### config.mk
export PLATFORM = sky130hd
export DESIGN_NAME = verb_value_cache_core
export DESIGN_NICKNAME = d
export VERILOG_FILES = /design/src/design/vvc_pkg.sv /design/src/design/vvc_ctrl.sv /design/src/design/vvc_datapath.sv /design/src/design/verb_value_cache_core.sv
export SDC_FILE = /design/constraint.sdc
export NUM_CORES = 1
export LEC_CHECK = 0
export BUFFER_PORTS_ARGS = -buffer_cell sky130_fd_sc_hd__buf_2
export CAP_MARGIN = 20
export CORE_ASPECT_RATIO = 0.75
export CORE_UTILIZATION = 45
export CTS_CLUSTER_SIZE = 25
export DETAILED_ROUTE_END_ITERATION = 7
export PLACE_DENSITY = 0.64
export REMOVE_ABC_BUFFERS = 1
export SLEW_MARGIN = 10
export SYNTH_ARGS = -nofsm -noshare
export SYNTH_HDL_FRONTEND = slang
export SYNTH_SLANG_ARGS = --single-unit
### constraint.sdc
create_clock -name i_clk -period 4.9 [get_ports i_clk]
set_clock_uncertainty 0.15 [all_clocks]
set_input_delay 0.98 -clock i_clk [delete_from_list [all_inputs] [get_ports i_clk]]
set_output_delay 0.98 -clock i_clk [all_outputs]
set_load 0.005 [all_outputs]
### src/design/vvc_pkg.sv
`timescale 1ns / 1ps
// ----------------------------------------------------------------------------
// vvc_pkg
// Shared types and constants for the verb value cache.
// ----------------------------------------------------------------------------
package vvc_pkg;

    localparam int KEY_W   = 11;
    localparam int VALUE_W = 32;
    localparam int LANE_W  = 2;
    localparam int BYTE_W  = 8;
    localparam int VERB_W  = 12;

    localparam logic KIND_GET = 1'b0;
    localparam logic KIND_SET = 1'b1;

    typedef struct packed {
        logic load;
        logic scan;
        logic commit;
    } t_vvc_cmd;

    typedef struct packed {
        logic scan_last;
    } t_vvc_sts;

endpackage

### src/design/vvc_ctrl.sv
`timescale 1ns / 1ps
// ----------------------------------------------------------------------------
// vvc_ctrl
// Sequencer that accepts a word, steps the entry scan and commits the result.
// ----------------------------------------------------------------------------
module vvc_ctrl (
    input  logic              i_clk,
    input  logic              i_rst_n,
    input  logic              i_in_valid,
    output logic              o_in_ready,
    output logic              o_out_valid,
    input  logic              i_out_ready,
    input  vvc_pkg::t_vvc_sts i_sts,
    output vvc_pkg::t_vvc_cmd o_cmd
);

    typedef enum logic [1:0] {
        S_IDLE,
        S_SCAN,
        S_DRAIN,
        S_COMMIT
    } t_state;

    t_state r_state;
    logic   r_out_valid;
    logic   w_commit;

    assign o_in_ready  = (r_state == S_IDLE);
    assign w_commit    = (r_state == S_COMMIT) && (!r_out_valid || i_out_ready);
    assign o_out_valid = r_out_valid;

    assign o_cmd.load   = i_in_valid && (r_state == S_IDLE);
    assign o_cmd.scan   = (r_state == S_SCAN);
    assign o_cmd.commit = w_commit;

    always_ff @(posedge i_clk) begin
        if (!i_rst_n) begin
            r_state     <= S_IDLE;
            r_out_valid <= 1'b0;
        end else begin
            if (w_commit) begin
                r_out_valid <= 1'b1;
            end else if (i_out_ready) begin
                r_out_valid <= 1'b0;
            end
            case (r_state)
                S_IDLE: begin
                    if (i_in_valid) begin
                        r_state <= S_SCAN;
                    end
                end
                S_SCAN: begin
                    if (i_sts.scan_last) begin
                        r_state <= S_DRAIN;
                    end
                end
                S_DRAIN: begin
                    r_state <= S_COMMIT;
                end
                S_COMMIT: begin
                    if (w_commit) begin
                        r_state <= S_IDLE;
                    end
                end
                default: begin
                    r_state <= S_IDLE;
                end
            endcase
        end
    end

endmodule

### src/design/vvc_datapath.sv
`timescale 1ns / 1ps
// ----------------------------------------------------------------------------
// vvc_datapath
// Entry memory, valid bits, scan compare and result registers.
// ----------------------------------------------------------------------------
module vvc_datapath #(
    parameter int ENTRIES = 16
) (
    input  logic                          i_clk,
    input  logic                          i_rst_n,
    input  vvc_pkg::t_vvc_cmd             i_cmd,
    output vvc_pkg::t_vvc_sts             o_sts,
    input  logic                          i_kind,
    input  logic [vvc_pkg::LANE_W-1:0]    i_byte_lane,
    input  logic [vvc_pkg::VERB_W-1:0]    i_verb_code,
    input  logic [vvc_pkg::BYTE_W-1:0]    i_payload,
    output logic [vvc_pkg::VALUE_W-1:0]   o_read_value,
    output logic                          o_store_full
);

    localparam int IW = (ENTRIES > 1) ? $clog2(ENTRIES) : 1;
    localparam int EW = vvc_pkg::KEY_W + vvc_pkg::VALUE_W;

    logic [EW-1:0]              r_mem [ENTRIES];
    logic                       r_valid [ENTRIES];

    logic                       r_kind;
    logic [vvc_pkg::LANE_W-1:0] r_lane;
    logic [vvc_pkg::KEY_W-1:0]  r_key;
    logic [vvc_pkg::BYTE_W-1:0] r_byte;

    logic [IW-1:0]              r_addr;
    logic                       r_cmp_en;
    logic                       r_cmp_vld;
    logic [IW-1:0]              r_cmp_idx;
    logic [EW-1:0]              r_rd_data;

    logic                       r_hit;
    logic [IW-1:0]              r_hit_idx;
    logic [vvc_pkg::VALUE_W-1:0] r_hit_val;
    logic                       r_free;
    logic [IW-1:0]              r_free_idx;

    logic [vvc_pkg::VALUE_W-1:0] r_read_value;
    logic                        r_store_full;

    logic [vvc_pkg::KEY_W-1:0]   w_verb_key;
    logic [vvc_pkg::VALUE_W-1:0] w_mask;
    logic [vvc_pkg::VALUE_W-1:0] w_data;
    logic [vvc_pkg::VALUE_W-1:0] w_merged;
    logic [4:0]                  w_shift;

    assign w_verb_key = i_verb_code[vvc_pkg::KEY_W-1:0];
    assign w_shift    = {r_lane, 3'b000};
    assign w_mask     = 32'h0000_00ff << w_shift;
    assign w_data     = {24'd0, r_byte} << w_shift;
    assign w_merged   = (r_hit_val & ~w_mask) | w_data;

    assign o_sts.scan_last = (r_addr == IW'(ENTRIES - 1));
    assign o_read_value    = r_read_value;
    assign o_store_full    = r_store_full;

    always_ff @(posedge i_clk) begin
        if (i_cmd.load) begin
            r_kind <= i_kind;
            r_lane <= i_byte_lane;
            r_byte <= i_payload;
            if (i_kind == vvc_pkg::KIND_SET) begin
                r_key <= w_verb_key - {{(vvc_pkg::KEY_W - vvc_pkg::LANE_W){1'b0}}, i_byte_lane};
            end else begin
                r_key <= w_verb_key;
            end
        end
        if (i_cmd.scan) begin
            r_rd_data <= r_mem[r_addr];
            r_cmp_idx <= r_addr;
        end
        if (i_cmd.commit && (r_kind == vvc_pkg::KIND_SET)) begin
            if (r_hit) begin
                r_mem[r_hit_idx] <= {r_key, w_merged};
            end else if (r_free) begin
                r_mem[r_free_idx] <= {r_key, w_data};
            end
        end
        if (r_cmp_en && r_cmp_vld && !r_hit
                && (r_rd_data[EW-1:vvc_pkg::VALUE_W] == r_key)) begin
            r_hit_idx <= r_cmp_idx;
            r_hit_val <= r_rd_data[vvc_pkg::VALUE_W-1:0];
        end
        if (r_cmp_en && !r_cmp_vld && !r_free) begin
            r_free_idx <= r_cmp_idx;
        end
        if (i_cmd.commit) begin
            r_read_value <= ((r_kind == vvc_pkg::KIND_GET) && r_hit) ? r_hit_val : '0;
            r_store_full <= (r_kind == vvc_pkg::KIND_SET) && !r_hit && !r_free;
        end
    end

    always_ff @(posedge i_clk) begin
        if (!i_rst_n) begin
            r_addr    <= '0;
            r_cmp_en  <= 1'b0;
            r_cmp_vld <= 1'b0;
            r_hit     <= 1'b0;
            r_free    <= 1'b0;
            for (int i = 0; i < ENTRIES; i++) begin
                r_valid[i] <= 1'b0;
            end
        end else begin
            if (i_cmd.load) begin
                r_addr   <= '0;
                r_cmp_en <= 1'b0;
                r_hit    <= 1'b0;
                r_free   <= 1'b0;
            end else begin
                if (r_cmp_en && r_cmp_vld
                        && (r_rd_data[EW-1:vvc_pkg::VALUE_W] == r_key)) begin
                    r_hit <= 1'b1;
                end
                if (r_cmp_en && !r_cmp_vld) begin
                    r_free <= 1'b1;
                end
                r_cmp_en <= i_cmd.scan;
                if (i_cmd.scan) begin
                    r_cmp_vld <= r_valid[r_addr];
                    if (!o_sts.scan_last) begin
                        r_addr <= r_addr + 1'b1;
                    end
                end
            end
            if (i_cmd.commit && (r_kind == vvc_pkg::KIND_SET) && !r_hit && r_free) begin
                r_valid[r_free_idx] <= 1'b1;
            end
        end
    end

endmodule

### src/design/verb_value_cache_core.sv
`timescale 1ns / 1ps
// ----------------------------------------------------------------------------
// verb_value_cache_core
// Associative store of codec verb words with byte-lane set and word get.
// ----------------------------------------------------------------------------
// Each accepted word steps through the scan, drain and commit states: the scan
// reads the entry memory one entry at a time through its single read port, the
// drain state makes the last compare and the commit state registers the result.
// A new word is accepted only in the idle state that follows each commit, and a
// commit waits while an earlier result has not been taken.
// Reset clears all valid bits together; no clearing pass is needed.
module verb_value_cache_core #(
    parameter int ENTRIES = 16
) (
    input  logic                        i_clk,
    input  logic                        i_rst_n,
    input  logic                        i_in_valid,
    output logic                        o_in_ready,
    input  logic                        i_kind,
    input  logic [vvc_pkg::LANE_W-1:0]  i_byte_lane,
    input  logic [vvc_pkg::VERB_W-1:0]  i_verb_code,
    input  logic [vvc_pkg::BYTE_W-1:0]  i_payload,
    output logic                        o_out_valid,
    input  logic                        i_out_ready,
    output logic [vvc_pkg::VALUE_W-1:0] o_read_value,
    output logic                        o_store_full
);

    vvc_pkg::t_vvc_cmd w_cmd;
    vvc_pkg::t_vvc_sts w_sts;

    vvc_ctrl u_ctrl (
        .i_clk       (i_clk),
        .i_rst_n     (i_rst_n),
        .i_in_valid  (i_in_valid),
        .o_in_ready  (o_in_ready),
        .o_out_valid (o_out_valid),
        .i_out_ready (i_out_ready),
        .i_sts       (w_sts),
        .o_cmd       (w_cmd)
    );

    vvc_datapath #(
        .ENTRIES (ENTRIES)
    ) u_datapath (
        .i_clk        (i_clk),
        .i_rst_n      (i_rst_n),
        .i_cmd        (w_cmd),
        .o_sts        (w_sts),
        .i_kind       (i_kind),
        .i_byte_lane  (i_byte_lane),
        .i_verb_code  (i_verb_code),
        .i_payload    (i_payload),
        .o_read_value (o_read_value),
        .o_store_full (o_store_full)
    );

endmodule
# --- After elaboration in Yosys (flattened, before gate mapping) ---
# Memories as Yosys holds them, arrays and structs flattened. A register that Yosys moved wholly into a read port is not among the register bits.
# Index checks and enable logic that the tools add are counted.
totals:
  ff_bits: 109
  mem_bits_ro: 0
  mem_count: 2
  word_cells: 89
  ramBits: 704
  latchBits: 0
mem_list:
  columns: ["memory", "words", "word_bits", "rd", "rd_clocked_by_memory_dff", "wr", "line", "text"]
  rows:
  - ["u_datapath.r_mem", 16, 43, 1, 1, 1, "vvc_datapath.sv:24", "logic [EW-1:0] r_mem [ENTRIES];"]
  - ["u_datapath.r_valid", 16, 1, 1, 1, 16, "vvc_datapath.sv:25", "logic r_valid [ENTRIES];"]
op_classes:
  mul: 0
  eq_ne: 8
  n_shift: 2
  n_mux: 24
  reduce_logical: 28
  n_addsub: 2
  order_cmp: 0
  bitwise: 7
  div_mod_pow: 0
ops:
  columns: ["cell", "n"]
  rows:
  - ["$mux 43", 1]
  - ["$reduce_or 43->1", 1]
  - ["$and 32x32->32", 1]
  - ["$not 32->32", 1]
  - ["$or 32x32->32", 1]
  - ["$shl 8x5->32", 1]
  - ["$shl 8x5->32 const A", 1]
  - ["$mux 1", 16]
  - ["$logic_and 1x1->1", 14]
  - ["$eq 11x11->1", 1]
  - ["$mux 11", 1]
  - ["$sub 11x2->11", 1]
  - ["$mux 4", 2]
  - ["$pmux 2 s4", 1]
  - ["$mux 2", 3]
  - ["$logic_not 1->1", 5]
  - ["$add 4x1->4 const B", 1]
  - ["$eq 2x2->1 const B", 2]
  - ["$eq 4x4->1 const B", 1]
  - ["$ne 2x2->1 const B", 2]
  - ["$not 1->1", 4]
  - ["$reduce_and 2->1", 2]
  - ["$reduce_and 3->1", 1]
  - ["$eq 2x1->1 const B", 1]
  - ["other kinds (6)", 6]

# --- Depth between registers and ports, before layout ---
# Gate-level depths: netlist (run 1).
logic_depth:
  depth_word: 11
  mapped_depth: 7
  depth_no_buf: 7

# --- Hierarchy ---
# From an unflattened synthesis (run 1), not the netlist that was laid out.
hier_totals:
  cells_unflattened: 1615
  area_unflattened_um2: 32939.1
modules_own_cells:
  columns: ["module", "n_inst", "seq_area_each_um2", "area_per_inst_um2", "cells_each"]
  rows:
  - ["vvc_datapath", 1, 25404.4, 32723.9, 1592]
  - ["vvc_ctrl", 1, 60.1, 215.2, 23]

# --- Worst setup path before layout (run 1) ---
# No wires, ideal clock.
synth_path:
  path_type: "in2reg"
  start: "input port i_out_ready"
  end: "memory u_datapath.r_mem[12][0] (netlist name) (enable)"
  path_stages: 5
  arrival_time_ns: 3.850
  required_ns: 4.292
  setup_slack_ns: 0.442
  cell_sequence: "nor2b_1 > clkbuf_1 > nor3_1 > o21ai_0 > a21oi_1"
synth_between:
  elab_chain_len: 7
synth_lines:
  columns: ["item", "line", "text"]
  rows:
  - ["start: declaration", "verb_value_cache_core.sv:24", "input logic i_out_ready,"]
  - ["$logic_or 1x1->1 (*)", "vvc_ctrl.sv:29", "assign w_commit = (r_state == S_COMMIT) && (!r_out_valid || i_out_ready);"]
  - ["$logic_and 1x1->1 (*)", "vvc_ctrl.sv:29", null]
  - ["$logic_and 1x1->1 (*)", "vvc_datapath.sv:78", "if (i_cmd.commit && (r_kind == vvc_pkg::KIND_SET)) begin"]
  - ["$mux 1", "vvc_datapath.sv:78", null]
  - ["$mux 1 (not written as such)", "vvc_datapath.sv:82", "r_mem[r_free_idx] <= {r_key, w_data};"]
  - ["$reduce_or 43->1 (no source line)", null, null]
  - ["$mux 4 (no source line) or $mux 1 (tied branches)", null, null]
  - ["end: declaration", "vvc_datapath.sv:24", null]
# Mark *: on every way between the ends. The rest lies on a longest branch, timed or not.

# --- Worst setup path after layout (run 1) ---
layout_path:
  start: "register u_ctrl.r_state[0]"
  end: "memory u_datapath.r_mem[10][8] (netlist name) (enable)"
layout_between:
  elab_chain_len: 7
layout_lines:
  columns: ["item", "line", "text"]
  rows:
  - ["start: declaration", "vvc_ctrl.sv:24", "t_state r_state;"]
  - ["start signal: assignment", "vvc_ctrl.sv:38", "r_state <= S_IDLE;"]
  - ["start signal: assignment", "vvc_ctrl.sv:49", "r_state <= S_SCAN;"]
  - ["start signal: assignment", "vvc_ctrl.sv:54", "r_state <= S_DRAIN;"]
  - ["$eq 2x2->1 (*)", "vvc_ctrl.sv:29", null]
  - ["$logic_and 1x1->1 (*)", "vvc_ctrl.sv:29", null]
  - ["$logic_and 1x1->1 (*)", "vvc_datapath.sv:78", null]
  - ["$mux 1", "vvc_datapath.sv:78", null]
  - ["$mux 1 (not written as such)", "vvc_datapath.sv:82", null]
  - ["$reduce_or 43->1 (no source line)", null, null]
  - ["$mux 4 (no source line) or $mux 1 (tied branches)", null, null]
# Marks and branches as above.

==> results of run 1 <==
## how the worst max path moves through the flow
stage / end / slack (ps) / cells past startpoint
global placement: u_datapath.r_mem[10][17] / 1070 / 6
floorplan: u_ctrl.r_state[1] / -4130 / 5
global route: u_datapath.r_mem[10][33] / 920 / 6
CTS: u_datapath.r_mem[10][35] / 1150 / 6
finish: u_datapath.r_mem[10][8] / 1120 / 6
detailed placement: u_datapath.r_mem[10][37] / 980 / 6
## Yosys cell counts (2+ instances only)
| library cell | count | area [µm²] |
|---|---|---|
| xnor2_1 | 2 | 17.52 |
| nor3b_1 | 2 | 15.01 |
| ha_1 | 7 | 87.58 |
| nor2_1 | 37 | 138.9 |
| o21a_1 | 12 | 90.09 |
| buf_6 | 8 | 90.09 |
| buf_4 | 13 | 97.59 |
| buf_2 | 21 | 105.1 |
| nand3b_1 | 2 | 15.01 |
| nor4_1 | 9 | 56.30 |
| or4_1 | 2 | 15.01 |
| mux2_2 | 2 | 22.52 |
| nand2b_1 | 9 | 56.30 |
| a211oi_1 | 41 | 307.8 |
| nand3_1 | 29 | 145.1 |
| nand2_1 | 80 | 300.3 |
| buf_1 | 7 | 26.28 |
| nand4_1 | 2 | 12.51 |
| xor2_1 | 19 | 166.4 |
| nor2b_1 | 48 | 300.3 |
| a21oi_1 | 50 | 250.2 |
| o21ai_0 | 20 | 100.1 |
| dfxtp_1 | 27 | 540.5 |
| a211oi_2 | 2 | 25.02 |
| a311oi_1 | 4 | 35.03 |
| edfxtp_1 | 830 | 24920 |
| nor3_1 | 14 | 70.07 |
| a41oi_1 | 2 | 17.52 |
| or3_1 | 3 | 18.77 |
| inv_1 | 14 | 52.55 |
| a31oi_1 | 2 | 12.51 |
| clkbuf_1 | 35 | 131.4 |
| and2_1 | 33 | 206.5 |
| mux4_2 | 174 | 3919 |
| mux2i_1 | 48 | 480.5 |
## cell families after synthesis
family | synth area share [%]
DFF | 77.23
and+or+nand+nor | 4.208
muxes | 13.41
AOI/OAI and AO/OA | 2.728
buffers and inverters | 1.537
xor gates and xnor gates | 0.5578
adders and majority gates | 0.3263
## cell type report
class | instances | area, µm²
inverters | 15 | 56.30
well taps | 957 | 1197
clock inverters | 50 | 581.8
repair buffers | 121 | 893.4
flip-flops and latches | 857 | 25480
fillers | 5620 | 34550
multi-input cells | 667 | 7144
clock buffers | 104 | 2206
## critical path: cells and delay by family (launching register included)
family | cells | cell delay [ps]
compound gates | 1 | 420
fa+ha+maj | 1 | 370
flops | 1 | 390
simple gates | 2 | 1430
buf+inv | 2 | 690
## routing by layer
layer | vias to the layer above | wire length [µm] | track usage, %
li1 | 6849 | - | -
met1 | 8388 | 31150 | 28.92
met2 | 621 | 33200 | 30.04
met3 | 109 | 5500 | 4.027
met4 | 0 | 1307 | 4.148
met5 | - | 0 | 0
## report_power, final
group | switching (µW) | internal, µW | leakage (µW)
Combinational | 1180 | 968 | 0.00258
Sequential | 340 | 8700 | 0.00772
Clock | 2700 | 3840 | 0.00135
## stage by stage
stage / instances / power [µW] / utilization, % / setup WS [ps] / cell area (µm²)
global placement: 2616 / 11310 / 48.21 / 1066 / 34770
detailed placement: 2616 / 11380 / 48.21 / 981.0 / 34770
global route: 2771 / 18370 / 52.09 / 917.1 / 37560
finish: 2771 / 17740 / 52.09 / 1123 / 37560
CTS: 2770 / 17890 / 52.08 / 1154 / 37550
floorplan: 1539 / 10840 / - / -4126 / 32520
## cell usage in the layout, fill, tap and decap left out, types with 12 or more instances in the layout
master,count
edfxtp_1,830
mux4_2,174
clkbuf_16,85
nand2_1,80
buf_2,60
a21oi_1,49
buf_4,49
nor2b_1,48
mux2i_1,48
a211oi_1,41
and2_1,33
nand3_1,29
dfxtp_1,23
o21ai_0,20
xor2_1,19
nor2_1,19
clkinv_1,17
nor2_4,17
clkbuf_1,17
inv_1,14
nor3_1,14
o21a_1,12
bufinv_16,12
## flip-flops by register name (all words and copies together) (netlist names)
name,count
u_datapath.r_hit,1
u_datapath.r_addr,4
u_datapath.r_free,1
u_datapath.r_free_idx,4
u_datapath.r_cmp_idx,4
u_ctrl.r_state,2
u_datapath.r_byte,8
u_datapath.r_key,11
u_ctrl.o_out_valid,1
u_datapath.r_valid,16
u_datapath.r_mem,688
u_datapath.o_store_full,1
u_datapath.r_rd_data,43
u_datapath.r_cmp_vld,1
u_datapath.r_hit_val,32
u_datapath.r_cmp_en,1
u_datapath.r_hit_idx,4
u_datapath.r_kind,1
u_datapath.o_read_value,32
u_datapath.r_lane,2
==> impl_metrics.ini, run 1 <==
[run_status]
status = complete, no violations

[global_routing]
grt_pass1_vias = 16170
track_usage_pct = 19.53
grt_pass1_wl_um = 105700
overflow = 0
antenna_found_initial = 4
grt_max_degree = 68

[floorplan]
die-area_um2 = 74370
die_h_um = 236.4
num_rows = 85
ios = 62
core_area_um2 = 72110
start_util_pct = 45.73
die_w_um = 314.6

[cts]
clkSinkCount = 857
cts_root_buf = clkbuf_16
ctsHoldBuffers = 0
htreeDepth = 3
worstSkewPairLatency_ps = 630
post_cts_buffers = 0
cts.path.max_buffers = 3
clkSlewWorstSetupHoldPaths_ps = 60
cts_buffers = 83
cts_resized = 0
cts_tree = yes

[power_and_ir_drop]
ir_worst_vdd_uv = 314.3
leakage_uw = 0.01165
power_density_nw_per_um2 = 472.2

[placement]
numPortBuffers = 60
hpwlAfterDp_um = 39070
gp_congestion = 0.8014

[sta]
clock.fmax_mhz = 264.7
slew_headroom_pct = 29.01
final_max_slew_viol_count = 0
rsz0062_at_grt = no
fin_crit_sh_pct = 77.09
fin_setup_tns_ps = 0
final-setup-viol-count = 0
holdWs_ps = 267.9
final-hold-violation-count = 0
tightest_slew_ps = 1062
fin_crit_ps = 3777

[critical_path]
worstPathMaxFanout = 23
crit_slowest_cell = nor2_4
r2r-start = u_ctrl.r_state[0]
critPathLaunch = u_ctrl.r_state[0]
cp.arrival_ps = 3950
slowest_delay_ps = 930
critical_path_class = reg2reg
reg2reg_setup_slack_ps = 1120
startpoint_type = flip-flop
crit_chain = ha_1, clkinv_1, nor4_1, o21ai_0, nor2_4, buf_12
cp.required_ps = 5070
worst-r2r-cell-count = 6
r2r-end = u_datapath.r_mem[10][8]
endpoint_kind = flip-flop

[min_path]
min_path_cells = 0
hold_end = u_datapath.r_hit_val[19]
hold_path_class = reg2reg
min-delay-start = u_datapath.r_rd_data[19]

[detailed_routing]
wire_per_inst_um = 25.68
vias = 15970
postRouteAntennaNets = 0
drt_iter0_markers = 1776
drcViolationCount = 0
vias_per_cell = 5.762
totalWireLength_um = 71160
firstDrtPassIters = 5

[logic_synthesis]
netlist_area_um2 = 32970
ys.flop_type = edfxtp_1
netlist_instances = 1623
seq_area_frac_synth_pct = 77.23
yosysWarnings = 0
yosys_register_bits = 857
synth_edf_count = 830
ys_types = 48
synthArstFlopShare_pct = 0
syn_area_per_cell_um2 = 20.32

[finish]
fin_nets = 1780
antenna_cells = 0
area_delta_synth_final_pct = 13.91
drive_gt1_share_pct = 24.64

[flow_run]
maxCapViolCount = 0
No activity file was read; power rests on OpenSTA's default activity.
==> inputs of run 2 (changes only) <==
ABC_AREA = 1   (was default)
PLACE_DENSITY = 0.67   (was 0.64)
clock period = 3.25 ns   (was 4.9 ns; I/O delays follow)
==> impl_metrics.ini, run 2 <==
[run_status]
status = complete, no violations

[flow_run]
maxCapViolCount = 0

[sta]
fin_crit_sh_pct = 85.58
fin_crit_ps = 2781
clock.fmax_mhz = 359.5
final_max_slew_viol_count = 0
final-setup-viol-count = 0
slew_headroom_pct = 30.50
final-hold-violation-count = 0
holdWs_ps = 50.83
tightest_slew_ps = 1032
rsz0062_at_grt = no

[finish]
top_regs = u_datapath.r_mem (688), u_datapath.r_rd_data (43)
area_delta_synth_final_pct = 13.68
largest_register_ffs = 688
final_core_util_pct = 52.11
fin_nets = 2866
postLayoutCellArea_um2 = 38640
final_cell_mix = edfxtp_1, nor2_1, o21ai_0, nand2_1, inv_1
drive_gt1_share_pct = 10.69
stdcell_count = 3860
largest_register = u_datapath.r_mem
layout_commonest_cell = edfxtp_1

[floorplan]
core_area_um2 = 74140
ios = 62
num_rows = 86
die-area_um2 = 76640
start_util_pct = 45.84
die_w_um = 319.3
die_h_um = 240.0

[power_and_ir_drop]
seq_power_share_pct = 48.9
total_power_uw = 27380
switching_power_uw = 7649
power_density_nw_per_um2 = 708.6
switching_share_pct = 27.94
p_comb_share_pct = 17.4
leakage_uw = 0.01336
ir_worst_vdd_uv = 546.4
p_int_uw = 19730
power.share.clock_pct = 33.7

[cts]
worstSkewPairLatency_ps = 630
ctsHoldBuffers = 0
htreeDepth = 3
cts_tree = yes
clkSlewWorstSetupHoldPaths_ps = 60
post_cts_buffers = 0
cts_resized = 0
cts_root_buf = clkbuf_16
cts.path.max_buffers = 3
cts_buffers = 82
clkSinkCount = 857

[global_routing]
grt_max_degree = 155
grt_pass1_wl_um = 125700
track_usage_pct = 22.08
antenna_found_initial = 2
overflow = 0
grt_pass1_vias = 20450

[critical_path]
endpoint_kind = flip-flop
crit_chain = ha_1, nand2_2, nor2_4, nand2_2, nand2_1, nand2_1, inv_1, nand2_1, nor2_4, buf_12
crit_slowest_cell = dfxtp_1
crit_top_cell = nand2_1
cp.arrival_ps = 2950
startpoint_type = flip-flop
cp.required_ps = 3420
slowest_delay_ps = 390
crit_family = simple AND/OR/NAND/NOR gates
critical_path_class = reg2reg
crit_buf_inv = 2
worstPathMaxFanout = 19
reg2reg_setup_slack_ps = 470

[logic_synthesis]
netlist_area_um2 = 33990
synth_xor_area_share_pct = 0.2062
synth_most_common_cell = edfxtp_1
synth-compound-area-share_pct = 9.414
synth.mux.area_fraction_pct = 0
synthTopCellsByCount = edfxtp_1, nor2_1, o21ai_0
synth_edf_count = 830
synth_top_family_by_area = simple AND/OR/NAND/NOR gates
netlist_instances = 2737
ys_types = 32
seq_area_frac_synth_pct = 74.93
ys.flop_type = edfxtp_1
yosys_register_bits = 857
synth_top_cell_by_area = edfxtp_1
synthSimpleGateAreaFrac_pct = 11.26
yosysTopAreaCellShare_pct = 73.34
syn_area_per_cell_um2 = 12.42
synthArstFlopShare_pct = 0
synth-adder-area-share_pct = 0.3166
synthTopCellsByArea = edfxtp_1, nor2_1, o21ai_0
yosysWarnings = 0

[detailed_routing]
drcViolationCount = 0
firstDrtPassIters = 6
totalWireLength_um = 84800
drt_iter0_markers = 2590
wire_per_inst_um = 21.97
vias_per_cell = 5.602
vias = 21620
postRouteAntennaNets = 0

[min_path]
hold_path_class = in2reg

[placement]
post_dp_cell_area_um2 = 36070
hpwlAfterDp_um = 46860
numPortBuffers = 60
dp.cells = 3715
gp_congestion = 0.8683
==> run 2: power by group through the flow <==
| stage | combinational (µW) | sequential (µW) | clock (µW) |
|---|---|---|---|
| floorplan | 2800 | 13900 | 0 |
| global placement | 4520 | 13600 | 0 |
| detailed placement | 4710 | 13600 | 0 |
| CTS | 4740 | 13400 | 9370 |
| global route | 5290 | 13400 | 9760 |
| finish | 4760 | 13400 | 9220 |
==> run 2: path summary, 6_finish.rpt <==
kind | from | to | cells past startpoint
max reg2reg | u_ctrl.r_state[0] | u_datapath.r_mem[4][5] | 10
min reg2reg | u_datapath.r_rd_data[2] | u_datapath.r_hit_val[2] | 0
max | u_ctrl.r_state[0] | u_datapath.r_mem[4][5] | 10
min | i_payload[5] | u_datapath.r_byte[5] | 1
==> run 2: cell type report <==
cell class | instances | area [µm²]
diodes | 1 | 2.502
repair buffers | 160 | 1439
inverters | 162 | 615.6
flip-flops and latches | 857 | 25470
clock inverters | 43 | 372.9
multi-input cells | 1568 | 7335
clock buffers | 101 | 2187
well taps | 968 | 1211
fillers | 6042 | 35500
==> run 2: routing by layer <==
| metal | vias to the layer above | track usage [%] | part of all wire, % |
|---|---|---|---|
| met3 | 153 | 4.607 | 9.1 |
| li1 | 9894 | - | - |
| met2 | 973 | 34.01 | 45 |
| met1 | 10600 | 31.46 | 43 |
| met5 | - | 0 | 0.015 |
| met4 | 2 | 7.095 | 2.8 |
==> run 2: metrics by stage <==
step | setup TNS, ps | setup slack [ps]
floorplan | -1027170 | -8963
global placement | 0 | 285.5
detailed placement | 0 | 260.5
CTS | 0 | 495.2
global route | 0 | 329.5
finish | 0 | 468.6
==> run 2: logic make-up after synthesis <==
kind of cell / after synthesis
fa+ha+maj: 8
flops: 857
compound gates: 583
xor+xnor: 8
buf+inv: 312
simple gates: 969
